[config.mk]
export PLATFORM = sky130hd
export DESIGN_NAME = mqrb_ram
export DESIGN_NICKNAME = d
export VERILOG_FILES = /design/src/sv/multi_queue_packet_ring_buffer_core_macros.svh /design/src/sv/mqrb_ram.sv
export SDC_FILE = /design/constraint.sdc
export NUM_CORES = 1
export LEC_CHECK = 0
export ABC_CLOCK_PERIOD_IN_PS = 1900
export BUFFER_PORTS_ARGS = -buffer_cell sky130_fd_sc_hd__buf_2
export CORE_ASPECT_RATIO = 0.8
export CORE_MARGIN = 2
export CORE_UTILIZATION = 54
export DETAILED_ROUTE_END_ITERATION = 12
export PLACE_DENSITY = 0.79
export SKIP_CTS_REPAIR_TIMING = 1
export SLEW_MARGIN = 10
export SYNTH_ARGS = -nofsm -noshare
export SYNTH_HDL_FRONTEND = slang
export SYNTH_SLANG_ARGS = --single-unit
[constraint.sdc]
create_clock -name clk -period 1.9 [get_ports clk]
set_clock_uncertainty 0.2 [all_clocks]
set_input_delay 0.285 -clock clk [delete_from_list [all_inputs] [get_ports clk]]
set_output_delay 0.285 -clock clk [all_outputs]
set_load 0.02 [all_outputs]
[src/sv/multi_queue_packet_ring_buffer_core_macros.svh]
// Assertion macros shared by the ring buffer RTL.
`ifndef MULTI_QUEUE_PACKET_RING_BUFFER_CORE_MACROS_SVH
`define MULTI_QUEUE_PACKET_RING_BUFFER_CORE_MACROS_SVH
`ifndef ASSERT_OFF
`define MQRB_ASSERT_IMP(name, ck, rs, ante, cons) \
  name: assert property (@(posedge ck) disable iff (rs) (ante) |-> (cons)) \
    else $error("assertion failed");
`define MQRB_ASSERT_NXT(name, ck, rs, ante, cons) \
  name: assert property (@(posedge ck) disable iff (rs) (ante) |=> (cons)) \
    else $error("assertion failed");
`else
`define MQRB_ASSERT_IMP(name, ck, rs, ante, cons)
`define MQRB_ASSERT_NXT(name, ck, rs, ante, cons)
`endif
`endif

[src/sv/mqrb_ram.sv]
// Simple dual-port synchronous RAM with registered read data.
`default_nettype none
module mqrb_ram #(
  parameter int WIDTH  = 8,
  parameter int DEPTH  = 16,
  parameter int ADDR_W = (DEPTH > 1) ? $clog2(DEPTH) : 1
) (
  input  wire logic              clk,
  input  wire logic              wr_en,
  input  wire logic [ADDR_W-1:0] wr_addr,
  input  wire logic [WIDTH-1:0]  wr_data,
  input  wire logic              rd_en,
  input  wire logic [ADDR_W-1:0] rd_addr,
  output      logic [WIDTH-1:0]  rd_data
);

  logic [WIDTH-1:0] mem [DEPTH];

  always_ff @(posedge clk) begin
    if (wr_en) begin
      mem[wr_addr] <= wr_data;
    end
  end

  // Read data holds until the next read is issued.
  always_ff @(posedge clk) begin
    if (rd_en) begin
      rd_data <= mem[rd_addr];
    end
  end

endmodule
`default_nettype wire

# After elaboration in Yosys (flattened, before gate mapping)
# Memories as Yosys holds them, arrays and structs flattened. A register that Yosys moved wholly into a read port is not among the register bits.
# Cells that the tools add are included.
dict set report op_classes {
  multipliers 0
  n_reduce_logical 0
  shifts 0
  n_bitwise 0
  muxes 2
  eq_ne 0
  n_addsub 0
  magnitude_cmp 0
  div_mod_pow 0
}
# cell count
set ops {}
lappend ops {{$mux 1} 2}
dict set report totals {
  mem_bits_rw 128
  word_cells 3
  mem_count 1
  latchBits 0
  romBits 0
  regBits 0
  output_inout_bits 8
}
# name words word_bits read_ports rd_clocked_by_memory_dff write_ports line
set memory_table {}
lappend memory_table {mem 16 8 1 1 1 mqrb_ram.sv:17} ;# logic [WIDTH-1:0] mem [DEPTH];

# Longest topological paths before layout
# Gate-level depths: netlist of run 1.
dict set report depth {
  ltp_word 2
  ltp_mapped 5
}

# Least setup slack after synthesis of run 1
# Ideal clock, no wire load.
dict set report synth_path {
  path_type {input port to flip-flop}
  from {in wr_addr[2]}
  to {mem mem[0][0], enable pin}
  path_stages 2
  arrival_ps 1395
  path_buffers 0
  slack_ps -78
  t_required_ps 1317
  setup_ps 383
  path_cell_list {or3b_2 nor3_1}
}
# item line
set synth_lines {}
lappend synth_lines {{start, declared} mqrb_ram.sv:10} ;# input wire logic [ADDR_W-1:0] wr_addr,
lappend synth_lines {{end, declared} mqrb_ram.sv:17}
# No word-level cell before the write port.

==> results_dict.tcl, run 1 <==
set metrics [dict create \
    syn2layout_area_growth_pct 18.4 \
    synth_seq_cells 136 \
    track_usage_pct 21.0 \
    cp.arrival_ps 1640 \
    reg2reg_depth 3 \
    fmax_mhz 587 \
    hold_end "rd_data[0]" \
    cts_tree "done" \
    overflow 0 \
    vias_per_cell 5.88 \
    hpwlAfterDp_um 6370 \
    drv_slew 0 \
    fin_crit_sh_pct 89.6 \
    drtAntennaViolNets 0 \
    rsz0062_at_grt "no" \
    synth-warning-count 0 \
    required_ps 1840 \
    timing.slew.headroom_pct 57.6 \
    min_from "rd_en" \
    final_cells 418 \
    critPathKind "flip-flop to flip-flop" \
    synth_area_leaders "edfxtp_1, mux4_2, mux4_1, a22oi_1, nor2_1" \
    ff_latch_area_mm2 0.00408 \
    rows 32 \
    fin_nets 306 \
    reg2reg_slack_ps 200 \
    clk_path_buf_depth 2 \
    fp.dieArea_mm2 0.0105 \
    path_clk_slew_ps 50 \
    layout_common_cells "edfxtp_1, buf_2, buf_4" \
    setup_slack_ps 197 \
    crit_fanout 1 \
    post-place-ws_ps -173 \
    worstHoldPathType "input port to flip-flop" \
    p_leak_nw 2.12 \
    antenna_found_initial 0 \
    placed_cells 387 \
    insertion_delay_ps 420 \
    final_common_cell "edfxtp_1" \
    synth.distinct_cells 18 \
    root_buffer "clkbuf_16" \
    yosysTopAreaCellShare_pct 78.1 \
    core_area_mm2 0.00953 \
    p_per_area_mw_per_mm2 1110 \
    portBuffers 26 \
    drive_gt1_share_pct 31.4 \
    grt_pass1_wl_um 15100 \
    grt_max_degree 17 \
    comb_power_share_pct 4.7 \
    initial_core_util_pct 54.9 \
    multiInputGateArea_mm2 0.00106 \
    routabilityCongestion 0.723 \
    clock-sinks 136 \
    hold_path_depth 1 \
    fillers 632 \
    wl_per_cell_um 23.0 \
    final_hold_viol_count 0 \
    worstMarginPinSlew_ps 634 \
    numCtsBuffers 17 \
    endpoint_kind "flip-flop" \
    fin_crit_ps 1700 \
    grt_pass1_vias 2612 \
    ys_seq_area_share_pct 78.1 \
    pwr-share-clk_pct 45.9 \
    switching_share_pct 19.4 \
    route.detailed.drc 0 \
    setup_viol 0 \
    crit_path_start_kind "flip-flop" \
    timing.rr.start "mem[10][0]" \
    io_pins 27 \
    cts_max_level 4 \
    diodes 0 \
    irDropWorstVdd_mv 0.754 \
    syn-instance-count 229 \
    vias 2457 \
    synth_largest_area_cell "edfxtp_1" \
    syn-mean-instance-area_um2 22.8 \
    netlist_area_mm2 0.00523 \
    power_switching_mw 1.33 \
    drtIter0Drc 240 \
    fp.dieH_um 92 \
    wl_um 9620 \
    die_w_um 114 \
    synth_nets 248 \
    reg2reg_to "rd_data[0]" \
    p_int_mw 5.54 \
    outcome "completed" \
    dr.pass1.iters 4 \
    maxCapViolCount 0 \
    seqPwrFrac_pct 49.5 \
]
## final cells by class
cell class                 count  share of cell area [%]
sequential                   136                    66.0
clock inverter                12                    2.16
tap                          119                    2.41
multi-input combinational     83                    17.2
timing repair buffer          49                    5.30
clock buffer                  19                    6.99
## power groups by stage
stage	logic (mW)	registers, mW	clock network, mW
detailed placement	0.328	3.46	0
global placement	0.316	3.46	0
global route	0.351	3.41	3.35
floorplan	0.171	3.47	0
finish	0.322	3.40	3.15
CTS	0.329	3.40	3.21
## sequential cells by signal (all words and copies together), names as in the netlist
| register | flops |
|---|---|
| mem | 128 |
| rd_data | 8 |
## synth_stat cells
cell / instances
edfxtp_1: 136
mux4_2: 18
a22oi_1: 16
mux4_1: 14
nor2_1: 13
nand2_1: 9
nor3_1: 4
buf_2: 3
buf_6: 3
clkdlybuf4s25_2: 3
nand2b_1: 2
nand3b_1: 2
and2_1: 1
and2b_1: 1
buf_4: 1
nand3_1: 1
nor2b_1: 1
or3b_2: 1
## worst max-delay path by stage
stage	cells past startpoint	end	startpoint	slack, ps
CTS	3	rd_data[0]	mem[10][0]	180
global route	3	rd_data[0]	mem[2][0]	150
global placement	5	rd_data[0]	rd_addr[0]	-120
detailed placement	5	rd_data[2]	rd_addr[0]	-170
finish	3	rd_data[0]	mem[10][0]	200
floorplan	5	rd_data[1]	rd_addr[0]	130
## per-layer routing
metal	global-route usage, %	part of all wire, %	vias up
li1	-	-	1098
met1	29.9	46	1278
met2	30.3	48	72
met3	7.73	5.5	9
met4	7.93	1.0	0
met5	0	0	-
## worst max-delay path, stage by stage, from the launching register on
cell,delay (ps)
edfxtp_1,370
mux4_2,460
a22oi_1,230
nand2_1,160
## through the flow
step / util [%] / cell area, µm² / total power [mW] / hold slack [ps] / TNS, ps
5_1_grt: 65.0 / 6190 / 7.10 / 27.2 / 0
3_5_place_dp: 59.0 / 5620 / 3.79 / 462 / -571
4_1_cts: 65.0 / 6190 / 6.94 / 19.7 / 0
6_report: 65.0 / 6190 / 6.88 / 42.7 / 0
3_3_place_gp: 59.0 / 5620 / 3.77 / 461 / -400
2_1_floorplan: - / 5230 / 3.65 / 184 / 0
## cell families (layout without fill, tap and decap cells)
family | Yosys count | count (layout) | synth area share, %
buffers and inverters | 10 | 80 | 1.65
DFF | 136 | 136 | 78.1
muxes | 32 | 32 | 14.8
and+or+nand+nor | 35 | 35 | 3.14
AOI/OAI and AO/OA | 16 | 16 | 2.30
(Power assumes the default switching activity.)
==> run 2: changes to the inputs <==
--- a/config.mk
+++ b/config.mk
@@ -5,13 +5,13 @@
 export SDC_FILE = /design/constraint.sdc
 export NUM_CORES = 1
 export LEC_CHECK = 0
-export ABC_CLOCK_PERIOD_IN_PS = 1900
+export ABC_CLOCK_PERIOD_IN_PS = 1820
 export BUFFER_PORTS_ARGS = -buffer_cell sky130_fd_sc_hd__buf_2
 export CORE_ASPECT_RATIO = 0.8
 export CORE_MARGIN = 2
-export CORE_UTILIZATION = 54
+export CORE_UTILIZATION = 55
 export DETAILED_ROUTE_END_ITERATION = 12
-export PLACE_DENSITY = 0.79
+export PLACE_DENSITY_LB_ADDON = 0.1
 export SKIP_CTS_REPAIR_TIMING = 1
 export SLEW_MARGIN = 10
 export SYNTH_ARGS = -nofsm -noshare
==> constraint.sdc (replaced) <==
create_clock -name clk -period 1.82 [get_ports clk]
set_clock_uncertainty 0.2 [all_clocks]
set_input_delay 0.273 -clock clk [delete_from_list [all_inputs] [get_ports clk]]
set_output_delay 0.273 -clock clk [all_outputs]
set_load 0.02 [all_outputs]
==> run 2 against run 1 <==
Effect of this change:
- utilization up 2.3 points
- register-to-register slack worse by 170 ps
- critical path depth unchanged
- highest routed layer unchanged
- non-clock buffer count unchanged
- largest cell class unchanged
- the run now ends with DRC left
- count of clock-buffer cells in the layout unchanged
- routed wire length up 6.2%
- worst hold slack better by 7.8 ps
- combinational power up 12%
- flip-flop and latch count unchanged
==> results_dict.tcl, run 2 (synthesis gave the netlist of run 1 again) <==
set metrics [dict create \
    fin_nets 306 \
    vias_per_cell 6.11 \
    required_ps 1760 \
    final_area_mm2 0.00616 \
    rows 31 \
    p_per_area_mw_per_mm2 1140 \
    p_leak_nw 2.11 \
    fin_crit_sh_pct 98.3 \
    diodes 0 \
    placed_cells 383 \
    grtUsageMet2_pct 30.1 \
    crit_fanout 1 \
    top_register "mem" \
    irDropWorstVdd_mv 0.610 \
    layout_common_cells "edfxtp_1, buf_2, buf_4" \
    numCtsBuffers 17 \
    path_clk_slew_ps 60 \
    drtAntennaViolNets 0 \
    crit_path_start_kind "flip-flop" \
    largest_register_ffs 128 \
    final_hold_viol_count 0 \
    slowest_delay_ps 590 \
    root_buffer "clkbuf_16" \
    fmax_mhz 559 \
    worstHoldPathType "input port to flip-flop" \
    fillers 628 \
    timing.slew.headroom_pct 55.1 \
    drtIter0Drc 265 \
    endpoint_kind "flip-flop" \
    min_from "rd_en" \
    cts_max_level 4 \
    route.detailed.drc 3 \
    reg2reg_slack_ps 30 \
    cts_tree "done" \
    busiest_layer "met1" \
    overflow 0 \
    hold_end "rd_data[3]" \
    post-place-ws_ps -286 \
    portBuffers 26 \
    vias 2524 \
    top_regs "mem x128, rd_data x8" \
    wl_per_cell_um 24.7 \
    track_usage_pct 21.6 \
    final_cells 413 \
    syn2layout_area_growth_pct 17.8 \
    drive_gt1_share_pct 32.2 \
    placed_cell_area_mm2 0.00562 \
    violations "DRC" \
    holdWs_ps 50.6 \
    reg2reg_to "rd_data[0]" \
    timing.rr.start "mem[5][0]" \
    rsz0062_at_grt "no" \
    grt_pass1_wl_um 15400 \
    report.power.total_mw 7.04 \
    crit_family "multiplexers" \
    grt_pass1_vias 2492 \
    outcome "finished with violations" \
    dr.pass1.iters 9 \
    die_w_um 113 \
    fp.dieH_um 91.2 \
    setup_tns_ps 0 \
    insertion_delay_ps 400 \
    core_area_mm2 0.00915 \
    fp.dieArea_mm2 0.0103 \
    hold_path_depth 1 \
    setup_slack_ps 31.1 \
    use_met3_pct 6.21 \
    path_buf_inv 0 \
    worstMarginPinSlew_ps 673 \
    critPathKind "flip-flop to flip-flop" \
    setup_viol 0 \
    fin_crit_ps 1790 \
    wl_um 10200 \
    met1_usage_pct 33.8 \
    io_pins 27 \
    antenna_found_initial 0 \
    routabilityCongestion 0.729 \
    initial_core_util_pct 57.1 \
    cp_cell_sequence "mux4_1 > a22oi_1 > nand2_1" \
    final_common_cell "edfxtp_1" \
    clock-sinks 136 \
    maxCapViolCount 0 \
    reg2reg_depth 3 \
    cp.arrival_ps 1730 \
    grt_max_degree 23 \
    clk_path_buf_depth 2 \
    cpMaxStageDelayCell "mux4_1" \
    utilization_pct 67.3 \
    cp-startpoint "mem[5][0]" \
    drv_slew 0 \
]
[run 2: cell count changes in the layout (fill, tap and decap cells not counted)]
cell and change:
clkinv_1 -3, clkinv_2 +2, clkinvlp_4 +2, bufinv_16 -1, clkinv_4 -1
[run 2: metal layers]
layer  wire length (µm)  vias up
li1                   -     1098
met1               4830     1316
met2               4590      105
met3                750        5
met4                 35        0
met5                  0        -
[run 2: worst max path at each step]
stage | endpoint | slack [ps] | cells after the start
6_report | rd_data[0] | 30 | 3
5_1_grt | rd_data[0] | 4 | 3
4_1_cts | rd_data[0] | 20 | 3
3_5_place_dp | rd_data[0] | -290 | 5
3_3_place_gp | rd_data[0] | -280 | 5
2_1_floorplan | rd_data[1] | 60 | 5
[run 2: report_power, final]
group	internal (mW)	total (mW)	switching [mW]	leakage, nW
sequential	3.53	3.55	0.0169	1.24
clock	1.98	3.13	1.16	0.265
combinational	0.144	0.360	0.216	0.603
total	5.65	7.04	1.39	2.11
[run 2: worst reg2reg max path: stages, from the launching register on]
cell and delay, ps:
edfxtp_1 370, mux4_1 590, a22oi_1 290, nand2_1 90
[run 2: area by class of cell]
type	instances	area [µm²]	share of cell area [%]
Multi-Input combinational cell	83	1060	17.2
Tap cell	115	144	2.34
Sequential cell	136	4080	66.3
Timing Repair Buffer	49	328	5.32
Clock buffer	19	433	7.03
Clock inverter	11	109	1.77
